[config.mk]
export PLATFORM = sky130hd
export DESIGN_NAME = radix_token_max_finder
export DESIGN_NICKNAME = d
export VERILOG_FILES = /design/src/rtl/rtf_pkg.sv /design/src/rtl/radix_token_max_finder.sv
export SDC_FILE = /design/constraint.sdc
export NUM_CORES = 2
export LEC_CHECK = 0
export ABC_AREA = 0
export BUFFER_PORTS_ARGS = -buffer_cell sky130_fd_sc_hd__clkbuf_2
export CORE_ASPECT_RATIO = 0.8
export CORE_MARGIN = 5
export CORE_UTILIZATION = 69
export DETAILED_ROUTE_END_ITERATION = 10
export PLACE_DENSITY = 0.87
export SETUP_SLACK_MARGIN = 0.3
export SYNTH_ARGS = -nofsm -noshare
export SYNTH_HDL_FRONTEND = slang
export SYNTH_SLANG_ARGS = --single-unit
[constraint.sdc]
create_clock -name clk -period 9.8 [get_ports clk]
set_clock_uncertainty 0.15 [all_clocks]
set_input_delay 1.96 -clock clk [delete_from_list [all_inputs] [get_ports clk]]
set_output_delay 1.96 -clock clk [all_outputs]
set_load 0.01 [all_outputs]
[src/rtl/rtf_pkg.sv]
// Shared types and constants for the radix token maximum finder.
// Holds the status codes, character codes and the result record.
// Depends on nothing.
package rtf_pkg;

  localparam int CHAR_W  = 8;
  localparam int RADIX_W = 6;
  localparam int VAL_W   = 63;
  localparam int DIGIT_W = 6;

  localparam logic [RADIX_W-1:0] RADIX_RESET = 6'd10;
  localparam logic [VAL_W-1:0]   VAL_MAX     = {VAL_W{1'b1}};

  // Character codes the parser decodes
  localparam logic [CHAR_W-1:0] CH_SPACE = 8'h20;
  localparam logic [CHAR_W-1:0] CH_LF    = 8'h0A;
  localparam logic [CHAR_W-1:0] CH_TAB   = 8'h09;
  localparam logic [CHAR_W-1:0] CH_MINUS = 8'h2D;
  localparam logic [CHAR_W-1:0] CH_0     = 8'h30;
  localparam logic [CHAR_W-1:0] CH_9     = 8'h39;
  localparam logic [CHAR_W-1:0] CH_A     = 8'h41;
  localparam logic [CHAR_W-1:0] CH_Z     = 8'h5A;
  localparam logic [CHAR_W-1:0] CH_S     = 8'h53;
  localparam logic [CHAR_W-1:0] CH_T     = 8'h74;
  localparam logic [CHAR_W-1:0] CH_O     = 8'h6F;
  localparam logic [CHAR_W-1:0] CH_P     = 8'h70;

  // Stop-word window positions
  typedef enum logic [1:0] {
    STOP_IDLE   = 2'd0,
    STOP_WANT_O = 2'd1,
    STOP_WANT_P = 2'd2
  } stop_pos_t;

  typedef enum logic [1:0] {
    ST_RUN       = 2'd0,
    ST_STOP      = 2'd1,
    ST_SIGN_ERR  = 2'd2,
    ST_INPUT_ERR = 2'd3
  } status_t;

  // One result transaction, last field in the lowest bits
  typedef struct packed {
    logic             saturated;
    logic             have_number;
    logic [VAL_W-1:0] max_value;
    status_t          status;
  } result_t;

  localparam int RESULT_W = $bits(result_t);
  localparam int OUT_W    = ((RESULT_W + 7) / 8) * 8;

endpackage

[src/rtl/radix_token_max_finder.sv]
// Top level of the radix token maximum finder: parser state, result
// register and skid stage. Depends on rtf_pkg.
//
// Results go to the output register, or to the skid stage while it is held.
// Throughput: one character per cycle while the skid is empty; the token update
// is one 63x6 multiply, an add and an overflow test in the cycle the character
// is accepted. Result register plus skid keep in_tready high while one result
// waits. Reset (sync, active low) clears parser state and valid flags, radix = 10.
module radix_token_max_finder (
  input  logic                              clk,
  input  logic                              rst_n,
  // configuration write channel: radix
  input  logic                              cfg_valid,
  output logic                              cfg_ready,
  input  logic [rtf_pkg::RADIX_W-1:0]       cfg_data,
  // input stream
  input  logic                              in_tvalid,
  output logic                              in_tready,
  input  logic [rtf_pkg::CHAR_W-1:0]        in_tdata,   // [7:0] char_in
  // result stream
  output logic                              out_tvalid,
  input  logic                              out_tready,
  // [1:0] status, [64:2] max_value, [65] have_number, [66] saturated, rest 0
  output logic [rtf_pkg::OUT_W-1:0]         out_tdata
);

  localparam int VW = rtf_pkg::VAL_W;
  localparam int RW = rtf_pkg::RADIX_W;
  localparam int DW = rtf_pkg::DIGIT_W;
  localparam int PW = VW + RW;     // product width
  localparam int SW = PW + 1;      // product plus digit

  // Parser state
  logic [RW-1:0]    radix_r;
  logic [VW-1:0]    acc_r, acc_nxt;
  logic             tok_open_r, tok_open_nxt;
  logic             bad_digit_r, bad_digit_nxt;
  logic             sign_pend_r, sign_pend_nxt;
  logic             prev_s_r, prev_s_nxt;
  rtf_pkg::stop_pos_t stop_pos_r, stop_pos_nxt;
  logic             stop_miss_r, stop_miss_nxt;
  logic [VW-1:0]    max_r, max_nxt;
  logic             seen_r, seen_nxt;
  logic             ovf_r, ovf_nxt;
  rtf_pkg::status_t status_r, status_nxt;

  // Output stages
  logic             out_v_r, out_v_nxt;
  logic             skid_v_r, skid_v_nxt;
  rtf_pkg::result_t out_data_r, out_data_nxt;
  rtf_pkg::result_t skid_data_r, skid_data_nxt;

  // Character decode and token arithmetic
  logic             in_acc, out_take;
  logic [rtf_pkg::CHAR_W-1:0] ch;
  logic             is_sep, is_num, is_alpha, is_tok;
  logic [DW-1:0]    digit;
  logic [PW-1:0]    prod;
  logic [SW-1:0]    sum;
  logic             sum_ovf;
  rtf_pkg::result_t res;

  assign cfg_ready = 1'b1;
  assign in_tready = !skid_v_r;
  assign in_acc    = in_tvalid && in_tready;
  assign out_take  = out_v_r && out_tready;
  assign out_tvalid = out_v_r;
  assign out_tdata = rtf_pkg::OUT_W'(out_data_r);

  // Decode the character
  assign ch       = in_tdata;
  assign is_sep   = (ch == rtf_pkg::CH_SPACE) || (ch == rtf_pkg::CH_LF) ||
                    (ch == rtf_pkg::CH_TAB);
  assign is_num   = (ch >= rtf_pkg::CH_0) && (ch <= rtf_pkg::CH_9);
  assign is_alpha = (ch >= rtf_pkg::CH_A) && (ch <= rtf_pkg::CH_Z);
  assign is_tok   = is_num || is_alpha;

  always_comb begin
    digit = '0;
    if (is_num) begin
      digit = DW'(ch - rtf_pkg::CH_0);
    end else if (is_alpha) begin
      digit = DW'(ch - rtf_pkg::CH_A) + DW'(10);
    end
  end

  // Multiply-add with overflow test against 2^63-1
  assign prod    = PW'(acc_r) * PW'(radix_r);
  assign sum     = SW'(prod) + SW'(digit);
  assign sum_ovf = |sum[SW-1:VW];

  // Next parser state for the offered character
  always_comb begin
    acc_nxt       = acc_r;
    tok_open_nxt  = tok_open_r;
    bad_digit_nxt = bad_digit_r;
    sign_pend_nxt = sign_pend_r;
    prev_s_nxt    = prev_s_r;
    stop_pos_nxt  = stop_pos_r;
    stop_miss_nxt = stop_miss_r;
    max_nxt       = max_r;
    seen_nxt      = seen_r;
    ovf_nxt       = ovf_r;
    status_nxt    = status_r;

    if (status_r != rtf_pkg::ST_RUN) begin
      // sticky: hold everything
    end else if (stop_pos_r != rtf_pkg::STOP_IDLE) begin
      // inside the stop-word window
      if (is_sep) begin
        status_nxt = rtf_pkg::ST_INPUT_ERR;
      end else if (stop_pos_r == rtf_pkg::STOP_WANT_O) begin
        if (ch != rtf_pkg::CH_O) stop_miss_nxt = 1'b1;
        stop_pos_nxt = rtf_pkg::STOP_WANT_P;
      end else begin
        status_nxt = (stop_miss_r || (ch != rtf_pkg::CH_P)) ?
                     rtf_pkg::ST_INPUT_ERR : rtf_pkg::ST_STOP;
        stop_miss_nxt = stop_miss_r || (ch != rtf_pkg::CH_P);
        stop_pos_nxt  = rtf_pkg::STOP_IDLE;
      end
    end else if (sign_pend_r && !is_tok) begin
      status_nxt = rtf_pkg::ST_SIGN_ERR;
    end else begin
      sign_pend_nxt = 1'b0;
      if (is_sep) begin
        // close an open token
        if (tok_open_r) begin
          if (bad_digit_r) begin
            status_nxt = rtf_pkg::ST_INPUT_ERR;
          end else begin
            if (acc_r > max_r) max_nxt = acc_r;
            seen_nxt = 1'b1;
          end
          acc_nxt       = '0;
          bad_digit_nxt = 1'b0;
          tok_open_nxt  = 1'b0;
          prev_s_nxt    = 1'b0;
        end
      end else if (is_tok) begin
        // accumulate one digit, saturating
        if (DW'(radix_r) <= digit) bad_digit_nxt = 1'b1;
        if (sum_ovf) begin
          acc_nxt = rtf_pkg::VAL_MAX;
          ovf_nxt = 1'b1;
        end else begin
          acc_nxt = sum[VW-1:0];
        end
        tok_open_nxt = 1'b1;
        prev_s_nxt   = (ch == rtf_pkg::CH_S);
      end else if (ch == rtf_pkg::CH_MINUS) begin
        sign_pend_nxt = 1'b1;
      end else if (prev_s_r) begin
        stop_pos_nxt  = rtf_pkg::STOP_WANT_O;
        stop_miss_nxt = (ch != rtf_pkg::CH_T);
      end else begin
        status_nxt = rtf_pkg::ST_INPUT_ERR;
      end
    end
  end

  assign res.status      = status_nxt;
  assign res.max_value   = max_nxt;
  assign res.have_number = seen_nxt;
  assign res.saturated   = ovf_nxt;

  // Advance parser state and radix register
  always_ff @(posedge clk) begin
    if (!rst_n) begin
      radix_r     <= rtf_pkg::RADIX_RESET;
      acc_r       <= '0;
      tok_open_r  <= 1'b0;
      bad_digit_r <= 1'b0;
      sign_pend_r <= 1'b0;
      prev_s_r    <= 1'b0;
      stop_pos_r  <= rtf_pkg::STOP_IDLE;
      stop_miss_r <= 1'b0;
      max_r       <= '0;
      seen_r      <= 1'b0;
      ovf_r       <= 1'b0;
      status_r    <= rtf_pkg::ST_RUN;
    end else begin
      if (cfg_valid && cfg_ready) radix_r <= cfg_data;
      if (in_acc) begin
        acc_r       <= acc_nxt;
        tok_open_r  <= tok_open_nxt;
        bad_digit_r <= bad_digit_nxt;
        sign_pend_r <= sign_pend_nxt;
        prev_s_r    <= prev_s_nxt;
        stop_pos_r  <= stop_pos_nxt;
        stop_miss_r <= stop_miss_nxt;
        max_r       <= max_nxt;
        seen_r      <= seen_nxt;
        ovf_r       <= ovf_nxt;
        status_r    <= status_nxt;
      end
    end
  end

  // Steer results into the output register or the skid stage
  always_comb begin
    out_v_nxt     = out_v_r;
    skid_v_nxt    = skid_v_r;
    out_data_nxt  = out_data_r;
    skid_data_nxt = skid_data_r;
    if (out_take || !out_v_r) begin
      if (skid_v_r) begin
        out_data_nxt = skid_data_r;
        out_v_nxt    = 1'b1;
        skid_v_nxt   = 1'b0;
      end else begin
        out_data_nxt = res;
        out_v_nxt    = in_acc;
      end
    end else if (in_acc) begin
      skid_data_nxt = res;
      skid_v_nxt    = 1'b1;
    end
  end

  always_ff @(posedge clk) begin
    if (!rst_n) begin
      out_v_r  <= 1'b0;
      skid_v_r <= 1'b0;
    end else begin
      out_v_r  <= out_v_nxt;
      skid_v_r <= skid_v_nxt;
    end
  end

  always_ff @(posedge clk) begin
    out_data_r  <= out_data_nxt;
    skid_data_r <= skid_data_nxt;
  end

  // Checks
  a_skid_behind_out: assert property (@(posedge clk) disable iff (!rst_n)
    skid_v_r |-> out_v_r)
    else $error("skid stage holds data while output register is empty");

  a_status_sticky: assert property (@(posedge clk) disable iff (!rst_n)
    (status_r != rtf_pkg::ST_RUN) |=> (status_r == $past(status_r)))
    else $error("final status changed after being set");

  a_max_monotone: assert property (@(posedge clk) disable iff (!rst_n)
    out_v_r |=> (max_r >= $past(max_r)))
    else $error("running maximum decreased");

endmodule

==> impl_metrics.yaml <==
run_status:
  status: "complete, no violations"
floorplanning:
  fp.dieH_um: 185.2
  start_util_pct: 69.58
  core_um2: 38040
  die_width_um: 229.0
  die-area_um2: 42400
  rows: 64
  io_pins: 94
drt:
  vias: 20530
  postRouteAntennaNets: 0
  avgRoutedWirePerCell_um: 21.13
  routed_wl_um: 67360
  drc_errors: 0
  drt_iter0_drc: 2255
  drt-pass1-iter-count: 5
  vias_per_cell: 6.441
global_route:
  met2_usage_pct: 50.45
  track_usage_pct: 31.78
  gr-usage-met1_pct: 44.87
  gr-total-overflow: 0
  use_met3_pct: 5.379
  grt_pass1_wl_um: 110600
  grt_max_degree: 92
  antenna_found_initial: 0
  busiest_layer: "met2"
  grt_pass1_vias: 21070
timing:
  tns_ps: 0
  report.final.hold_viol_count: 0
  rsz0062_at_grt: "no"
  fmax_mhz: 129.2
  setup_viol: 0
  relSlewSlack_pct: 8.166
  drv_slew: 0
  worstMarginPinSlew_ps: 1378
  fin_crit_ps: 7741
  post-route-period-util_pct: 78.99
worst_setup_path:
  cp_max_fo: 65
  cp.arrival_ps: 7910
  worstSetupPathType: "flop to flop"
  endpoint_kind: "flop"
  cp_common_cell: "fa_1"
  path_buf_inv: 4
  worstPathCellList: "nand2_1 -> fa_1 -> fa_1 -> inv_1 -> fa_1 -> inv_1 -> fa_1 -> inv_1 -> ha_1 -> o211a_1 -> a211oi_2 -> or4_1 -> a31oi_1 -> a211o_1 -> a41o_1 -> a41oi_2 -> xnor2_1 -> nor4_4 -> buf_4 -> o31ai_1"
  required_ps: 9970
  path_delay_family: "adder cells"
  critPathSlowestCell: "dfxtp_2"
  critPathMaxStageDelay_ps: 1250
  critPathLaunchType: "flop"
cts:
  cts.sinks: 279
  post_cts.repair.setup_buffers: 0
  cts_tree: "built"
  cts_made_buffers: 31
  ctsResizeCount: 0
  root_buffer: "clkbuf_16"
  ctsHtreeMaxLevel: 1
  clkLatencyLatePin_ps: 590
  clkTransAtPathRegs_ps: 60
  clockBufferDepth: 3
  ctsHoldBuffers: 0
yosys:
  synth.cell_area_um2: 26470
  seq_area_frac_synth_pct: 26.17
  synthTopCellsByArea: "fa_1, edfxtp_1, dfxtp_1, ha_1, and2_1"
  yosys_warnings: 0
  avgSynthCellArea_um2: 9.695
  synthDistinctLibCells: 71
  ys_seq_elements: 279
  synthFlopType: "dfxtp_1"
  synth_edf_count: 134
  syn_inst: 2730
  netlist.area_leader.share_pct: 18.76
  ys_async_sr_fraction_pct: 0
  yosysTopAreaCell: "fa_1"
power_and_ir_drop:
  p_leak_uw: 0.01366
  power_per_cell_area_nw_per_um2: 93.34
  vdd_drop_max_uv: 116.0
finish:
  drive_gt1_share_pct: 11.44
  num_antenna_cells: 0
  stdcell_count: 3187
  syn2layout_area_growth_pct: 5.578
  n_fill_cell: 2631
  final_nets: 3161
min_path:
  hold_class: "flop to flop"
placed_design:
  dp.cells: 3130
  port_buffers: 87
  dpl.hpwl_um: 48060
  globalplace.congestion: 0.9668
flow_run:
  drv_cap: 0
cell type report:
| type | count | area, um^2 | area share [%] |
|---|---|---|---|
| clock inverters | 22 | 235.2 | 0.8418 |
| flip-flops and latches | 279 | 6933 | 24.81 |
| clock buffers | 35 | 800.8 | 2.866 |
| inverters | 182 | 685.7 | 2.454 |
| repair buffers | 103 | 568.0 | 2.033 |
| multi-input cells | 2071 | 18100 | 64.78 |
| well taps | 495 | 619.3 | 2.216 |
logic make-up after synthesis:
group / count (synthesis) / share of synthesized area [%]
AND/OR/NAND/NOR: 816 / 16.38
multiplexers: 201 / 8.207
buffers and inverters: 384 / 5.673
flip-flops: 279 / 26.17
AO/OA/AOI/OAI: 511 / 12.01
XOR/XNOR: 63 / 2.085
adder cells (fa/ha/maj): 474 / 29.44
other: 2 / 0.02838
state kept, by name (all words and copies together), names as in the netlist, 2 cells and up:
name and cells:
acc_r 63, max_r 63, out_tdata 67, radix_r 6, skid_data_r 67, status_r 2, stop_pos_r 2
synthesized netlist by cell type (10+ instances only):
| master | instances |
|---|---|
| a211oi_1 | 47 |
| nand4_1 | 40 |
| buf_2 | 15 |
| mux2_2 | 128 |
| edfxtp_1 | 134 |
| o21bai_1 | 10 |
| nor3_1 | 18 |
| inv_1 | 181 |
| and2_1 | 354 |
| nor2_1 | 150 |
| a21oi_1 | 212 |
| xor2_1 | 24 |
| nand2b_1 | 10 |
| nand2_1 | 147 |
| nand3_1 | 32 |
| a311oi_1 | 16 |
| a31oi_1 | 21 |
| ha_1 | 226 |
| nor4_1 | 11 |
| xnor2_1 | 39 |
| o21a_1 | 12 |
| mux2i_1 | 73 |
| dfxtp_1 | 145 |
| fa_1 | 248 |
| and3_1 | 15 |
| clkbuf_1 | 176 |
| o21ai_0 | 76 |
| a21o_1 | 58 |
| buf_4 | 11 |
| or3_1 | 11 |
worst register-to-register path: cells and delay by family (launching register included):
kind	cells	cell delay, ps
compound gates	7	1650
simple gates	3	1050
xor+xnor	1	180
fa+ha+maj	5	2590
buf+inv	4	610
flops	1	1250
final timing paths:
path / slack (ps) / end / depth (start not counted) / startpoint
setup / recovery: 2060 / skid_data_r[66] / 20 / radix_r[4]
setup reg to reg: 2060 / skid_data_r[66] / 20 / radix_r[4]
hold / removal: 330 / sign_pend_r / 2 / sign_pend_r
hold reg to reg: 330 / sign_pend_r / 2 / sign_pend_r
report_power, final:
part / switching [uW] / internal [uW] / leakage [uW] / total, uW
combinational: 95.5 / 38.8 / 0.0106 / 134
clock: 528 / 677 / 0.000499 / 1200
sequential: 25.7 / 1240 / 0.00251 / 1270
total: 649 / 1960 / 0.0137 / 2610
routing by layer:
layer	vias to the layer above	wire, um	share of wire (%)
met5	-	0	0
li1	9233	-	-
met4	0	2426	3.6
met3	160	5929	8.8
met2	965	30480	45
met1	10170	28520	42
metrics by stage:
| stage | util [%] | total power (uW) | hold WS (ps) | setup slack (ps) | area (um^2) |
|---|---|---|---|---|---|
| after CTS | 73.46 | 2614 | 320.3 | 2211 | 27940 |
| after floorplan | - | 1366 | 281.3 | 2563 | 26480 |
| after detailed placement | 70.74 | 1425 | 311.1 | 1970 | 26910 |
| final | 73.46 | 2608 | 328.6 | 2059 | 27940 |
| after global routing | 73.46 | 2686 | 355.4 | 1834 | 27940 |
| after global placement | 70.74 | 1420 | 292.0 | 2100 | 26910 |
placed cells by master, fill, tap and decap left out, types with 39 or more instances in the layout:
master | netlist | routed
a211oi_1 | 47 | 47
a21o_1 | 58 | 58
a21oi_1 | 212 | 212
and2_1 | 354 | 354
clkbuf_2 | 0 | 87
dfxtp_1 | 145 | 140
edfxtp_1 | 134 | 134
fa_1 | 248 | 248
ha_1 | 226 | 226
inv_1 | 181 | 180
mux2_2 | 128 | 128
mux2i_1 | 73 | 73
nand2_1 | 147 | 146
nand4_1 | 40 | 40
nor2_1 | 150 | 148
o21ai_0 | 76 | 76
xnor2_1 | 39 | 39
(Power assumes the default switching activity.)
